==> src/sv/rmez_pkg.sv <==
// rmez_pkg: shared types, constants and the cordic angle table for the zxy euler block
// no dependencies
`default_nettype none
package rmez_pkg;
    localparam int CORDIC_STEPS = 16;
    localparam int TAB_LEN = 24;
    // radicand reaches 2^48 when m11 is zero, so the root needs 25 steps
    localparam int SQRT_STEPS = 25;
    localparam int SW = 50;
    localparam int DW = 40;
    localparam int AW = 33;
    localparam logic signed [AW-1:0] HALF_PI_Q30 = 33'sd1686629713;
    localparam logic signed [15:0] PI_Q13 = 16'sd25736;

    typedef enum logic [1:0] {
        GC_NORMAL = 2'd0,
        GC_LOW    = 2'd1,
        GC_HIGH   = 2'd2
    } gimbal_t;

    typedef struct packed {
        logic signed [DW-1:0] x;
        logic signed [DW-1:0] y;
        logic signed [AW-1:0] z;
    } vec_t;

    typedef struct packed {
        logic signed [15:0] m00;
        logic signed [15:0] m01;
        logic signed [15:0] m02;
        logic signed [15:0] m11;
        logic signed [15:0] m20;
        logic signed [15:0] m22;
    } mat_t;

    typedef struct packed {
        logic signed [15:0] z_angle;
        logic signed [15:0] x_angle;
        logic signed [15:0] y_angle;
        logic [1:0]         gimbal_case;
    } ang_t;

    function automatic logic signed [AW-1:0] atan_tab(input int i);
        logic signed [AW-1:0] r;
        r = '0;
        case (i)
            0: r = 33'sd843314856;   1: r = 33'sd497837829;
            2: r = 33'sd263043836;   3: r = 33'sd133525158;
            4: r = 33'sd67021686;    5: r = 33'sd33543515;
            6: r = 33'sd16775850;    7: r = 33'sd8388437;
            8: r = 33'sd4194282;     9: r = 33'sd2097149;
            10: r = 33'sd1048575;    11: r = 33'sd524287;
            12: r = 33'sd262143;     13: r = 33'sd131071;
            14: r = 33'sd65535;      15: r = 33'sd32767;
            16: r = 33'sd16383;      17: r = 33'sd8191;
            18: r = 33'sd4095;       19: r = 33'sd2047;
            20: r = 33'sd1023;       21: r = 33'sd511;
            22: r = 33'sd255;        23: r = 33'sd127;
            default: r = '0;
        endcase
        return r;
    endfunction

    // q2.30 angle to q3.13, round half away from zero, clamp to +/-pi
    function automatic logic signed [15:0] to_q13(input logic signed [AW-1:0] a);
        logic signed [AW:0] m;
        logic signed [AW:0] r;
        m = (a < 0) ? -{a[AW-1], a} : {a[AW-1], a};
        r = (m + (AW+1)'(65536)) >>> 17;
        if (a < 0) r = -r;
        if (r > (AW+1)'(PI_Q13)) r = (AW+1)'(PI_Q13);
        if (r < -(AW+1)'(PI_Q13)) r = -(AW+1)'(PI_Q13);
        return r[15:0];
    endfunction
endpackage
`default_nettype wire

==> src/sv/rmez_cordic_cell.sv <==
// rmez_cordic_cell: one vectoring cordic iteration, registered
// depends on rmez_pkg
`default_nettype none
module rmez_cordic_cell
    import rmez_pkg::*;
(
    input  wire logic       clk,
    input  wire logic       en,
    input  wire logic [4:0] step,
    input  wire vec_t       v_in,
    output vec_t            v_out
);
    vec_t v_reg;
    vec_t v_next;
    logic signed [DW-1:0] xs;
    logic signed [DW-1:0] ys;

    always_comb
    begin
        xs = v_in.x >>> step;
        ys = v_in.y >>> step;
        if (int'(step) >= TAB_LEN)
        begin
            v_next = v_in;
        end
        else if (v_in.y > 0)
        begin
            v_next.x = v_in.x + ys;
            v_next.y = v_in.y - xs;
            v_next.z = v_in.z + atan_tab(int'(step));
        end
        else
        begin
            v_next.x = v_in.x - ys;
            v_next.y = v_in.y + xs;
            v_next.z = v_in.z - atan_tab(int'(step));
        end
    end

    always_ff @(posedge clk)
    begin
        if (en) v_reg <= v_next;
    end
    assign v_out = v_reg;
endmodule
`default_nettype wire

==> config.mk <==
export PLATFORM = sky130hd
export DESIGN_NAME = rmez_cordic_cell
export DESIGN_NICKNAME = d
export VERILOG_FILES = /design/src/sv/rmez_pkg.sv /design/src/sv/rmez_cordic_cell.sv
export SDC_FILE = /design/constraint.sdc
export NUM_CORES = 1
export LEC_CHECK = 0
export ABC_AREA = 1
export BUFFER_PORTS_ARGS = -buffer_cell sky130_fd_sc_hd__buf_4
export CAP_MARGIN = 20
export CORE_AREA = 5 5 191 193
export CTS_CLUSTER_DIAMETER = 30
export DETAILED_ROUTE_END_ITERATION = 10
export DIE_AREA = 0 0 196 198
export PLACE_DENSITY_LB_ADDON = 0.1
export SYNTH_ARGS = -nofsm -noshare
export SYNTH_HDL_FRONTEND = slang
export SYNTH_SLANG_ARGS = --single-unit
==> constraint.sdc <==
create_clock -name clk -period 4.32 [get_ports clk]
set_input_delay 0.432 -clock clk [delete_from_list [all_inputs] [get_ports clk]]
set_output_delay 0.432 -clock clk [all_outputs]
set_load 0.05 [all_outputs]
==> impl_metrics.yaml, run 1 <==
cts:
  h-tree-depth: 4
  clkSinkCount: 113
  cts_hold_buffers: 0
  cts_made_buffers: 17
  clockRootBuffer: "clkbuf_16"
  cts_buffer_depth: 2
global_route:
  grt_usage: 0.677
  grt_max_degree: 142
  grt.overflow.total: 12
floorplanning:
  io_pins: 233
  die_x_um: 196
  initial_core_util: 0.543
  die_h_um: 198
  row_count: 68
sta:
  crit_endpoint: "v_out[72]$_DFFE_PP_/D"
  worstEndpointType: "register data pin"
yosys:
  synth_area_per_cell_um2: 5.93
  ys_seq_area_frac: 0.182
  syn_nets: 3396
  synth_area_leaders: "nand2_1 (20%), edfxtp_1 (18%), nand3_1 (11%)"
  synthFlopType: "edfxtp_1"
  synth_most_common_cell: "nand2_1"
  synth_warnings: 0
  synthCells: 3150
  netlist_area_mm2: 0.0187
  synth_edf_count: 113
  synth_top_area_cell: "nand2_1"
  ys_ff_latch: 113
  ys_types: 55
  async_flop_share: 0
  synth_top_area_frac: 0.198
  synth_common_cells: "nand2_1 (983), nand3_1 (417), inv_1 (313)"
place:
  io_buffer_count: 232
  gp_congestion: 1.13
  hpwl_um: 70600
outcome:
  lastStage: "global routing (5_1_grt)"
  stop_error: "[ERROR GRT-0232] Routing congestion too high. Check the congestion heatmap in the GUI."
  status: "aborted with a tool error"
## kinds of logic after synthesis
family / count (synthesis) / share of synthesized area
AOI/OAI and AO/OA: 519 / 0.157
xor gates and xnor gates: 149 / 0.0699
adders and majority gates: 126 / 0.0856
buffers and inverters: 442 / 0.0958
DFF: 113 / 0.182
and+or+nand+nor: 1801 / 0.410
## per-layer routing
metal  GRT usage  overflow
met1       0.683         0
met2       0.867         3
met3       0.513         0
met4       0.625         9
met5       0.204         0
## per-stage QoR
step	worst slack [ps]	util	std cells	TNS [ps]	area, um^2
after CTS	-81.9	0.849	4647	-490	29200
after floorplan	-56.9	-	3150	-63.9	18700
after detailed placement	-991	0.791	4582	-46940	27200
after global placement	-922	0.791	4582	-35450	27200
## timing repair
item	in CTS
endpoints found under the setup margin	62
pin swaps	63
gates resized for setup	273
buffers inserted	29
hold endpoints to repair	0
cloned	6
==> inputs of run 2 (changes only) <==
Settings changed: CORE_AREA 5 5 191 193 to 5 5 223 225, CTS_CLUSTER_DIAMETER 30 to unset, DIE_AREA 0 0 196 198 to 0 0 228 230, PLACE_DENSITY_LB_ADDON 0.1 to 0.15.
Clock period 4.32 ns to 5.6 ns, I/O delays scaled along.
==> impl_metrics.yaml, run 2 <==
setup_path:
  max_stage_delay_ps: 300
  critPathMostFrequentCell: "nand3_1"
  crit_fanout: 20
  cp-startpoint: "step[2]"
  endpoint_kind: "flop"
  critical_path.endpoint: "v_out[68]"
  cp.arrival_ps: 5550
  cp-start-kind: "input pin"
  worstPathRequired_ps: 5800
  crit_type: "input pin to flop"
  crit_path_top_delay_cell: "ha_1"
yosys:
  synth_top_family_by_area: "simple AND/OR/NAND/NOR gates"
  yosys.area_share.simple: 0.410
  synth_top_area_frac: 0.198
  synthCells: 3150
  ys_ff_latch: 113
  ys_seq_area_frac: 0.182
  synth_compound_area_frac: 0.157
  netlist_area_mm2: 0.0187
  synth_top_area_cell: "nand2_1"
  synthMuxAreaShare: 0
  synth_edf_count: 113
  synth_area_leaders: "nand2_1 (20%), edfxtp_1 (18%), nand3_1 (11%)"
  ys_types: 55
  synth_warnings: 0
  synth_common_cells: "nand2_1 (983), nand3_1 (417), inv_1 (313)"
  synthFlopType: "edfxtp_1"
  syn_nets: 3396
  synth_area_per_cell_um2: 5.93
  synth_most_common_cell: "nand2_1"
  async_flop_share: 0
  synth-xor-area-share: 0.0699
  synthAdderAreaFrac: 0.0856
sta:
  worst_slack_ps: 251
  slew_headroom: 0.315
  hold_viol_final: 0
  rsz0062_at_grt: "false"
  tightest_slew_ps: 1030
  fmax_mhz: 187
  period_needed_ps: 5350
  final-max-slew-violation-count: 0
  finalSetupViolations: 0
  period_share: 0.955
floorplanning:
  die_h_um: 230
  die_x_um: 228
  die_area_mm2: 0.0524
  io_pins: 233
  core_mm2: 0.0473
  row_count: 80
  initial_core_util: 0.394
place:
  io_buffer_count: 232
  place_inst: 4009
  gp_congestion: 1.01
  place_area_mm2: 0.0217
  hpwl_um: 69500
  dp_slack_ps: -280
cts:
  clockRootBuffer: "clkbuf_16"
  cts_buffer_depth: 2
  cts.reportedPaths.clkPinSlew_ps: 70
  clkSinkCount: 113
  cts_made_buffers: 17
  h-tree-depth: 4
  cts_hold_buffers: 0
  cts_tree: "yes"
cells_and_area:
  largest_reg_flops: 113
  final_common_cell: "nand2_1"
  fin_area_mm2: 0.0224
  final_cell_mix: "nand2_1 (982), nand3_1 (417), buf_4 (351)"
  area_growth_pct: 20.0
  fillCellCount: 5083
  instances_no_fill: 4042
  layout.nets: 3660
  diodes: 0
  drive_above_1_share: 0.141
routing:
  vias: 22600
  wl_per_cell_um: 20.5
  routed_wl_um: 82800
  firstDrtPassIters: 5
  vias_per_cell: 5.58
  drtAntennaViolNets: 0
  drt_iter0_drc: 2509
  drc: 0
global_route:
  grt_pass1_wl_um: 125000
  grt_usage: 0.303
  grt_pass1_vias: 21000
  grt_max_degree: 87
  antenna_found_initial: 0
  grt.overflow.total: 0
power_and_ir_drop:
  vdd.ir_drop.worst_mv: 0.155
  leakagePower_nw: 11.0
  power.density_mw_per_mm2: 286
  total_power_w: 0.00641
flow_run:
  maxCapViolCount: 0
min_path:
  hp-class: "input pin to flop"
outcome:
  status: "finished, final reports clean"
[run 2: worst min-delay path by stage]
stage / start / end / cells after the start
after floorplan: en / v_out[0] / 0
after global placement: v_in[28] / v_out[28] / 3
after detailed placement: v_in[28] / v_out[28] / 3
after CTS: v_in[5] / v_out[5] / 3
after global routing: v_in[15] / v_out[15] / 3
final: v_in[14] / v_out[14] / 3
[run 2: final cells by class]
cell class | count | area (um^2) | area share
Clock buffer | 17 | 425 | 0.0190
Clock inverter | 15 | 196 | 0.00877
Inverter | 324 | 1220 | 0.0546
Multi-Input combinational cell | 2595 | 13500 | 0.604
Sequential cell | 113 | 3390 | 0.152
Tap cell | 615 | 769 | 0.0344
Timing Repair Buffer | 363 | 2870 | 0.128
[run 2: where the power goes]
part	internal, W	switching (W)
sequential	0.00119	0.0000560
clock	0.000711	0.000506
combinational	0.00129	0.00266
[run 2: what timing repair did]
action	CTS	global route
gates resized for setup	0	11
buffers inserted	0	1
setup endpoints to repair	0	9
[run 2: cells by family (layout without fill, tap and decap cells)]
group	after synthesis	count (layout)
flops	113	113
simple gates	1801	1801
xor+xnor	149	149
compound gates	519	519
buf+inv	442	719
fa+ha+maj	126	126
[run 2: per-layer routing]
layer | up-vias | global-route usage | part of all wire
li1 | 11000 | - | -
met1 | 10400 | 0.422 | 0.45
met2 | 975 | 0.481 | 0.45
met3 | 100 | 0.0597 | 0.080
met4 | 0 | 0.0805 | 0.025
met5 | - | 0 | 0
[run 2: per-stage QoR]
step | hold WS (ps) | setup TNS (ps) | util
2_1_floorplan | 672 | 0 | -
3_3_place_gp | 856 | -1900 | 0.459
3_5_place_dp | 861 | -1800 | 0.459
4_1_cts | 329 | 0 | 0.472
5_1_grt | 361 | 0 | 0.473
6_report | 370 | 0 | 0.473
[run 2: critical path, delay by kind of cell]
family | cells | cell delay, ps
AO/OA/AOI/OAI | 6 | 1080
adder cells (fa/ha/maj) | 2 | 440
XOR/XNOR | 1 | 260
AND/OR/NAND/NOR | 14 | 2020
buffers and inverters | 8 | 1150
(Power assumes the default switching activity.)
