$ cat src/sv/rmez_pkg.sv
// rmez_pkg: shared types, constants and the cordic angle table for the zxy euler block
// no dependencies
`default_nettype none
package rmez_pkg;
    localparam int CORDIC_STEPS = 16;
    localparam int TAB_LEN = 24;
    // radicand reaches 2^48 when m11 is zero, so the root needs 25 steps
    localparam int SQRT_STEPS = 25;
    localparam int SW = 50;
    localparam int DW = 40;
    localparam int AW = 33;
    localparam logic signed [AW-1:0] HALF_PI_Q30 = 33'sd1686629713;
    localparam logic signed [15:0] PI_Q13 = 16'sd25736;

    typedef enum logic [1:0] {
        GC_NORMAL = 2'd0,
        GC_LOW    = 2'd1,
        GC_HIGH   = 2'd2
    } gimbal_t;

    typedef struct packed {
        logic signed [DW-1:0] x;
        logic signed [DW-1:0] y;
        logic signed [AW-1:0] z;
    } vec_t;

    typedef struct packed {
        logic signed [15:0] m00;
        logic signed [15:0] m01;
        logic signed [15:0] m02;
        logic signed [15:0] m11;
        logic signed [15:0] m20;
        logic signed [15:0] m22;
    } mat_t;

    typedef struct packed {
        logic signed [15:0] z_angle;
        logic signed [15:0] x_angle;
        logic signed [15:0] y_angle;
        logic [1:0]         gimbal_case;
    } ang_t;

    function automatic logic signed [AW-1:0] atan_tab(input int i);
        logic signed [AW-1:0] r;
        r = '0;
        case (i)
            0: r = 33'sd843314856;   1: r = 33'sd497837829;
            2: r = 33'sd263043836;   3: r = 33'sd133525158;
            4: r = 33'sd67021686;    5: r = 33'sd33543515;
            6: r = 33'sd16775850;    7: r = 33'sd8388437;
            8: r = 33'sd4194282;     9: r = 33'sd2097149;
            10: r = 33'sd1048575;    11: r = 33'sd524287;
            12: r = 33'sd262143;     13: r = 33'sd131071;
            14: r = 33'sd65535;      15: r = 33'sd32767;
            16: r = 33'sd16383;      17: r = 33'sd8191;
            18: r = 33'sd4095;       19: r = 33'sd2047;
            20: r = 33'sd1023;       21: r = 33'sd511;
            22: r = 33'sd255;        23: r = 33'sd127;
            default: r = '0;
        endcase
        return r;
    endfunction

    // q2.30 angle to q3.13, round half away from zero, clamp to +/-pi
    function automatic logic signed [15:0] to_q13(input logic signed [AW-1:0] a);
        logic signed [AW:0] m;
        logic signed [AW:0] r;
        m = (a < 0) ? -{a[AW-1], a} : {a[AW-1], a};
        r = (m + (AW+1)'(65536)) >>> 17;
        if (a < 0) r = -r;
        if (r > (AW+1)'(PI_Q13)) r = (AW+1)'(PI_Q13);
        if (r < -(AW+1)'(PI_Q13)) r = -(AW+1)'(PI_Q13);
        return r[15:0];
    endfunction
endpackage
`default_nettype wire

$ cat src/sv/rmez_sqrt_cell.sv
// rmez_sqrt_cell: one bit of the restoring square root, registered
// depends on rmez_pkg
`default_nettype none
module rmez_sqrt_cell
    import rmez_pkg::*;
(
    input  wire logic          clk,
    input  wire logic          en,
    input  wire logic [4:0]    step,
    input  wire logic [SW-1:0] v_in,
    input  wire logic [SW-1:0] r_in,
    output logic [SW-1:0]      v_out,
    output logic [SW-1:0]      r_out
);
    logic [5:0] sh;
    logic [SW-1:0] b;
    logic [SW-1:0] v_reg, r_reg, v_next, r_next;

    always_comb
    begin
        sh = 6'(2*(SQRT_STEPS-1)) - {step, 1'b0};
        b = SW'(1) << sh;
        if (v_in >= r_in + b)
        begin
            v_next = v_in - (r_in + b);
            r_next = (r_in >> 1) + b;
        end
        else
        begin
            v_next = v_in;
            r_next = r_in >> 1;
        end
    end

    always_ff @(posedge clk)
    begin
        if (en)
        begin
            v_reg <= v_next;
            r_reg <= r_next;
        end
    end
    assign v_out = v_reg;
    assign r_out = r_reg;
endmodule
`default_nettype wire

$ cat config.mk
export PLATFORM = sky130hd
export DESIGN_NAME = rmez_sqrt_cell
export DESIGN_NICKNAME = d
export VERILOG_FILES = /design/src/sv/rmez_pkg.sv /design/src/sv/rmez_sqrt_cell.sv
export SDC_FILE = /design/constraint.sdc
export NUM_CORES = 1
export LEC_CHECK = 0
export ABC_AREA = 0
export BUFFER_PORTS_ARGS = -buffer_cell sky130_fd_sc_hd__buf_2
export CORE_MARGIN = 2
export CORE_UTILIZATION = 45
export DETAILED_ROUTE_END_ITERATION = 8
export HOLD_SLACK_MARGIN = 0.15
export PLACE_DENSITY = 0.67
export SLEW_MARGIN = 20
export SYNTH_ARGS = -nofsm -noshare
export SYNTH_HDL_FRONTEND = slang
export SYNTH_SLANG_ARGS = --single-unit
export TNS_END_PERCENT = 30
$ cat constraint.sdc
create_clock -name clk -period 10.7 [get_ports clk]
set_input_delay 1.605 -clock clk [delete_from_list [all_inputs] [get_ports clk]]
set_output_delay 1.605 -clock clk [all_outputs]
set_load 0.005 [all_outputs]
* Word-level counts from Yosys, hierarchy flattened
Index checks and enable logic that the tools add are counted.
Storage, ports and cells: register bits after elaboration 100, latch bits 0, bits in writable memories 0, memory bits (read-only) 0, input bits 107, output and inout bits 100, logic and storage cells 11, memories kept 0
Cells by class: add/sub/neg operators 4, multiply operators 0, div/mod/pow operators 0, magnitude comparators 1, equality and inequality tests 0, shift-type cells 1, mux-type cells 2, bitwise operators 0, reduce and logical (&&, ||, !) cells 0
Operators by type and width (number):
- $add 49x50->50 | 1
- $add 50x50->50 | 1
- $ge 50x50->1 | 1
- $mux 50 | 1
- $shl 1x6->50 const A | 1
- $sub 50x50->50 | 1
- $mux 49 | 1
- $sub 6x6->6 const A | 1

* Logic depth before layout (Yosys ltp)
Gate-level depths: netlist of run 1.
depth after elaboration 5, depth in mapped cells 28, mapped depth without buffers 25

* Least setup slack after synthesis of run 1
OpenSTA, ideal clock, no wires.
path kind input port to flip-flop, start point in step[0], end point reg r_reg[19], in the netlist r_out[19] (data pin), library setup time 0.264 ns, arrival 6.880 ns, required time 10.436 ns, slack 3.556 ns, stages 24, path buffers 1, cells stage by stage or3b_2 -> nor3b_1 -> ha_1 -> and2_1 -> a31oi_1 -> o31a_1 -> o41ai_1 -> a31oi_1 -> o21bai_1 -> a31oi_1 -> o21bai_1 -> xnor2_1 -> ha_1 -> a21o_1 -> a21o_1 -> a21oi_1 -> a21oi_1 -> a211oi_1 -> o41ai_4 -> o31a_4 -> a311oi_4 -> buf_2 -> nor2_1 -> xor2_1
On the way: word-level cells in the longest chain between the ends 5, elaborated cells on any way between the ends 6, those cells by class add/sub (3); order compare (1); shift (1); mux (1)
Ends and longest elaborated chain:
- start, declared | line rmez_sqrt_cell.sv:9 | input wire logic [4:0] step,
- $sub 6x6->6 (*) | line rmez_sqrt_cell.sv:21 | sh = 6'(2*(SQRT_STEPS-1)) - {step, 1'b0};
- $shl 1x6->50 (*) | line rmez_sqrt_cell.sv:22 | b = SW'(1) << sh;
- $add 50x50->50 | line rmez_sqrt_cell.sv:23 | if (v_in >= r_in + b)
- $ge 50x50->1 | line rmez_sqrt_cell.sv:23
- $mux 49 (*) | line rmez_sqrt_cell.sv:23
- net r_next[19] | line rmez_sqrt_cell.sv:17 | logic [SW-1:0] v_reg, r_reg, v_next, r_next;
- end signal, assigned | line rmez_sqrt_cell.sv:40 | r_reg <= r_next;
- end, declared | line rmez_sqrt_cell.sv:17
Mark *: on every way through the listed nets, which the timed path passes. The rest lies on a longest branch. A chain may end at the register's enable or synchronous reset.

* Worst setup path in the final report of run 1
start point in step[4], end point reg v_reg[28], in the netlist v_out[28] (data pin)
On the way: word-level cells in the longest chain between the ends 5, elaborated cells on any way between the ends 6, those cells by class add/sub (3); order compare (1); shift (1); mux (1)
Ends and longest elaborated chain:
- $sub 6x6->6 (*) | line rmez_sqrt_cell.sv:21
- $shl 1x6->50 (*) | line rmez_sqrt_cell.sv:22
- $add 50x50->50 (*) | line rmez_sqrt_cell.sv:23, rmez_sqrt_cell.sv:25
- $sub 50x50->50 / $ge 50x50->1 (equally long branches) | line rmez_sqrt_cell.sv:25, rmez_sqrt_cell.sv:23
- $mux 50 (*) | line rmez_sqrt_cell.sv:23
- net v_next[28] | line rmez_sqrt_cell.sv:17
- end signal, assigned | line rmez_sqrt_cell.sv:39 | v_reg <= v_next;
- end, declared | line rmez_sqrt_cell.sv:17
Marks and branches as above.

==> results.json, run 1 <==
{
  "drt_iter0_drc": 830,
  "yosysSeqAreaShare_pct": 27.8,
  "period_share_pct": 77.3,
  "fp.dieH_um": 159,
  "final.setup.tns_ps": 0,
  "hold_class": "in2reg",
  "grt_max_degree": 56,
  "max_freq_mhz": 121,
  "cts_resized": 0,
  "dieWidth_um": 159,
  "yosys_most_used_dff": "edfxtp_1",
  "synthArstFlopShare_pct": 0,
  "routed_wl_um": 31800,
  "grt_pass1_wl_um": 50600,
  "crit_path_end_kind": "flop",
  "synth.area.top_cells": "edfxtp_1, ha_1, xnor2_1",
  "dp_hpwl_um": 25400,
  "cts_tree": "done",
  "place_area_um2": 12000,
  "cts-root-buf": "clkbuf_16",
  "holdBufCountCts": 0,
  "critPathRequiredTime_ps": 10790,
  "synthTopCellsByCount": "nand2_1, nor2_1, a21oi_1, edfxtp_1, o21ai_0",
  "leakage_uw": 0.00506,
  "powerDensity_nw_per_um2": 108,
  "synth-seq-cells": 100,
  "overflow": 0,
  "cp.buffers_inverters": 2,
  "dr.pass1.iters": 5,
  "critPathKind": "in2reg",
  "htree_levels": 3,
  "ios": 207,
  "synthesis.area_um2": 10800,
  "min_from": "v_in[3]",
  "hold_violations": 0,
  "status": "finished, final reports clean",
  "syn2layout_area_growth_pct": 13.6,
  "initial_core_util_pct": 45.9,
  "synth_top_cell_by_area": "edfxtp_1",
  "gp_congestion": 0.920,
  "core-area_um2": 23500,
  "drv_cap": 0,
  "period_needed_ps": 8270,
  "cp-start-kind": "input port",
  "synth_cells": 1295,
  "cts_inserted_buffers": 9,
  "clkSinkCount": 100,
  "ys_types": 87,
  "worst_pin_slew_ps": 815,
  "via_count": 10300,
  "grt_pass1_vias": 9452,
  "wl_per_cell_um": 17.8,
  "cp.arrival_ps": 8360,
  "antenna_found_initial": 4,
  "synth-edff-count": 100,
  "synth_top_area_share_pct": 27.8,
  "clk_pin_slew_ps": 70,
  "via_per_inst": 5.81,
  "design_area_um2": 12300,
  "syn_nets": 1499,
  "clock_path_buffers": 2,
  "startpoint": "step[4]",
  "irDropWorstVdd_v": 0.0000554,
  "track_usage_pct": 24.7,
  "crit_family": "compound AO/OA/AOI/OAI gates",
  "rsz0062_at_grt": "no",
  "nets": 1661,
  "drc": 0,
  "layout-drive-gt1-share_pct": 18.3,
  "cp_slowest_cell": "a311o_2",
  "max_stage_delay_ps": 710,
  "ys_warn_count": 0,
  "cts_setup_buffers": 0,
  "max_slew_margin_pct": 45.7,
  "finalMaxSlewViolations": 0,
  "setup_viol": 0,
  "endpoint": "v_out[28]",
  "yosysMostFrequentCell": "nand2_1",
  "rows": 56,
  "antenna_left": 0,
  "synth_area_per_cell_um2": 8.34,
  "cp.depth": 25,
  "cp_max_fo": 55,
  "dieArea_um2": 25200,
  "io_buffer_count": 206
}
==> report_power, final <==
part / switching [uW] / internal [uW] / total (uW)
clock: 152 / 179 / 331
combinational: 293 / 194 / 487
sequential: 13.6 / 496 / 510
total: 458 / 869 / 1330
==> worst min-delay path by stage <==
stage                    end  slack, ps  depth (start not counted)
floorplan           r_out[0]       1720                          0
global placement    v_out[2]       1910                          3
detailed placement  v_out[3]       1910                          3
CTS                 v_out[3]       1530                          3
global route        v_out[2]       1560                          3
finish              v_out[3]       1550                          3
==> cell type report <==
cell class                      count  area, um2
Sequential cell                   100       3000
Inverter                           27        101
Multi-Input combinational cell   1109       7400
Tap cell                          319        399
Clock buffer                       10        229
Fill cell                        2304      11300
Clock inverter                      5       53.8
Antenna cell                        2       5.00
Timing Repair Buffer              210       1080
==> logic make-up after synthesis <==
kind of cell / share of synthesized area (%)
muxes: 0.0927
and+or+nand+nor: 19.3
buffers and inverters: 3.64
xor gates and xnor gates: 11.3
DFF: 27.8
adders and majority gates: 11.6
AOI/OAI and AO/OA: 26.2
==> per-layer routing <==
| layer | routed length (um) | vias to the layer above | GRT usage (%) |
|---|---|---|---|
| met4 | 567 | 4 | 6.32 |
| met1 | 15700 | 4737 | 37.6 |
| met2 | 13300 | 401 | 36.1 |
| li1 | - | 5166 | - |
| met5 | 26 | - | 0 |
| met3 | 2130 | 39 | 3.94 |
==> cells in the final DEF (no fill, tap or decap), types with 5 or more instances in the layout <==
master	instances
buf_2	205
nand2_1	141
nor2_1	130
a21oi_1	116
edfxtp_1	100
o21ai_0	98
ha_1	96
xnor2_1	69
xor2_1	69
a31oi_1	51
a21o_1	40
inv_1	27
nand4_1	26
nand3_1	26
and2_1	17
o21bai_1	17
nor3_1	17
a31o_2	16
nand2b_1	15
nor2b_1	14
and3_1	13
clkbuf_16	9
or3_1	8
a211oi_1	8
o31ai_1	7
o21a_1	7
and4_1	6
a41oi_1	5
o21ai_1	5
==> state kept, by name (all words and copies together), names as in the netlist <==
name	flops
v_out	50
r_out	50
==> through the flow <==
stage | std cells | utilization, % | hold slack, ps | power [uW] | worst slack (ps)
after floorplan | 1295 | - | 1720 | 834 | 3560
after global placement | 1765 | 50.9 | 1910 | 996 | 2350
after detailed placement | 1765 | 50.9 | 1910 | 999 | 2150
after CTS | 1780 | 52.1 | 1530 | 1330 | 2510
after global routing | 1780 | 52.1 | 1560 | 1410 | 1910
final | 1782 | 52.1 | 1550 | 1330 | 2430
No activity file was read; power rests on OpenSTA's default activity.
==> run 2, diff against run 1 <==
--- a/config.mk
+++ b/config.mk
@@ -11,7 +11,7 @@
 export CORE_UTILIZATION = 45
 export DETAILED_ROUTE_END_ITERATION = 8
 export HOLD_SLACK_MARGIN = 0.15
-export PLACE_DENSITY = 0.67
+export PLACE_DENSITY = 0.7
 export SLEW_MARGIN = 20
 export SYNTH_ARGS = -nofsm -noshare
 export SYNTH_HDL_FRONTEND = slang
==> constraint.sdc (replaced) <==
create_clock -name clk -period 7.5 [get_ports clk]
set_input_delay 1.125 -clock clk [delete_from_list [all_inputs] [get_ports clk]]
set_output_delay 1.125 -clock clk [all_outputs]
set_load 0.005 [all_outputs]
==> run 2 against run 1 <==
Clock power is 55% higher. Setup slack got worse by 1900 ps. Non-clock buffer count is 23 higher. Sequential power rose by 42%. Sequential share of layout area fell by 0.50 points. Design area up 2.1%. Utilization increased by 1.1 points. First-iteration DRC count is 17% lower. Combinational power up 48%. Via count about the same. Critical path depth rose by 1. Critical endpoint is now r_out[21].
==> results.json, run 2 (synthesized netlist as in run 1, its figures left out) <==
{
  "status": "finished, final reports clean",
  "setup_viol": 0,
  "drt_iter0_drc": 693,
  "crit_path_end_kind": "flop",
  "clkSinkCount": 100,
  "clk_pin_slew_ps": 80,
  "dr.pass1.iters": 7,
  "drv_cap": 0,
  "layout-drive-gt1-share_pct": 19.7,
  "routed_wl_um": 31500,
  "clock_path_buffers": 2,
  "fp.dieH_um": 159,
  "layout_common_cells": "buf_2, nand2_1, nor2_1, a21oi_1, edfxtp_1",
  "antenna_left": 0,
  "fillCellCount": 2243,
  "drc": 0,
  "hold_violations": 0,
  "design_area_um2": 12500,
  "irDropWorstVdd_v": 0.000103,
  "via_per_inst": 5.73,
  "placed_cells": 1784,
  "syn2layout_area_growth_pct": 16.0,
  "period_share_pct": 93.5,
  "overflow": 0,
  "via_count": 10300,
  "htree_levels": 3,
  "antenna_found_initial": 2,
  "max_stage_delay_ps": 470,
  "final.setup.tns_ps": 0,
  "rows": 56,
  "io_buffer_count": 206,
  "core-area_um2": 23500,
  "hold_class": "in2reg",
  "critPathRequiredTime_ps": 7600,
  "final_common_cell": "buf_2",
  "initial_core_util_pct": 45.9,
  "hold_end": "v_out[2]",
  "cp.arrival_ps": 7110,
  "place_area_um2": 12200,
  "cp_max_fo": 25,
  "period_needed_ps": 7010,
  "max_slew_margin_pct": 54.8,
  "stdcell_count": 1806,
  "cp-start-kind": "input port",
  "leakage_uw": 0.00522,
  "grt_pass1_wl_um": 50100,
  "grt_pass1_vias": 9531,
  "gp_congestion": 0.923,
  "critPathKind": "in2reg",
  "nets": 1684,
  "powerDensity_nw_per_um2": 156,
  "rsz0062_at_grt": "no",
  "cts_tree": "done",
  "cts_resized": 0,
  "dieArea_um2": 25200,
  "worstHoldPathCells": 3,
  "crit_path_frequent_cell": "ha_1",
  "min_from": "v_in[2]",
  "fin_util_pct": 53.2,
  "cp_slowest_cell": "or3b_2",
  "grt_max_degree": 72,
  "dp_hpwl_um": 25400,
  "track_usage_pct": 24.4,
  "cts_inserted_buffers": 9,
  "worst_pin_slew_ps": 677,
  "ios": 207,
  "wl_per_cell_um": 17.5,
  "cts-root-buf": "clkbuf_16",
  "dieWidth_um": 159,
  "max_freq_mhz": 143,
  "power_uw": 1960,
  "finalMaxSlewViolations": 0
}
[run 2: cell types whose count changed in the layout (fill, tap and decap cells not counted), sizes merged]
cell      change
clkbuf        -1
bufinv        +1
inv           +1
clkinv        +1
buf          +23
clkinvlp      -1
[run 2: how the worst max path moves through the flow]
stage / start / endpoint / slack, ps / cells after the start
final: step[4] / r_out[21] / 490 / 26
after global routing: step[0] / v_out[47] / 10 / 25
after CTS: step[4] / r_out[21] / 430 / 26
after detailed placement: step[4] / r_out[11] / 70 / 26
after global placement: step[4] / r_out[21] / 270 / 26
after floorplan: step[0] / r_out[19] / 840 / 24
[run 2: routing by layer]
metal / vias to the layer above / part of all wire [%] / GRT usage (%)
li1: 5192 / - / -
met4: 0 / 1.8 / 6.07
met1: 4710 / 49 / 36.6
met2: 407 / 43 / 36.7
met5: - / 0 / 0
met3: 35 / 6.7 / 3.27
[run 2: cell type report]
class | count | area (um2) | area share, %
Multi-Input combinational cell | 1109 | 7400 | 59.1
Sequential cell | 100 | 3000 | 24.0
Timing Repair Buffer | 233 | 1300 | 10.4
Tap cell | 319 | 399 | 3.19
Clock buffer | 9 | 225 | 1.80
Inverter | 27 | 101 | 0.809
Clock inverter | 7 | 90.1 | 0.719
Antenna cell | 2 | 5.00 | 0.0400
[run 2: stage by stage]
step	hold WS (ps)	setup WS, ps
after floorplan	1240	836
after global placement	1430	266
after detailed placement	1430	65.1
after CTS	1050	433
after global routing	1080	12.0
final	1070	490
[run 2: critical path: cells and delay by family]
kind                       cells  cell delay (ps)
AOI/OAI and AO/OA              9             2180
xor gates and xnor gates       2              320
adders and majority gates      3              820
buffers and inverters          3              450
and+or+nand+nor                9             2170
[run 2: power by group]
part / leakage (uW) / switching, uW / internal (uW)
Clock: 0.000155 / 221 / 292
Combinational: 0.00408 / 424 / 297
Sequential: 0.000979 / 17.5 / 708
[run 2: what timing repair did]
action	CTS	global route
endpoints found under the setup margin	0	40
buffers inserted	0	4
hold buffers	0	0
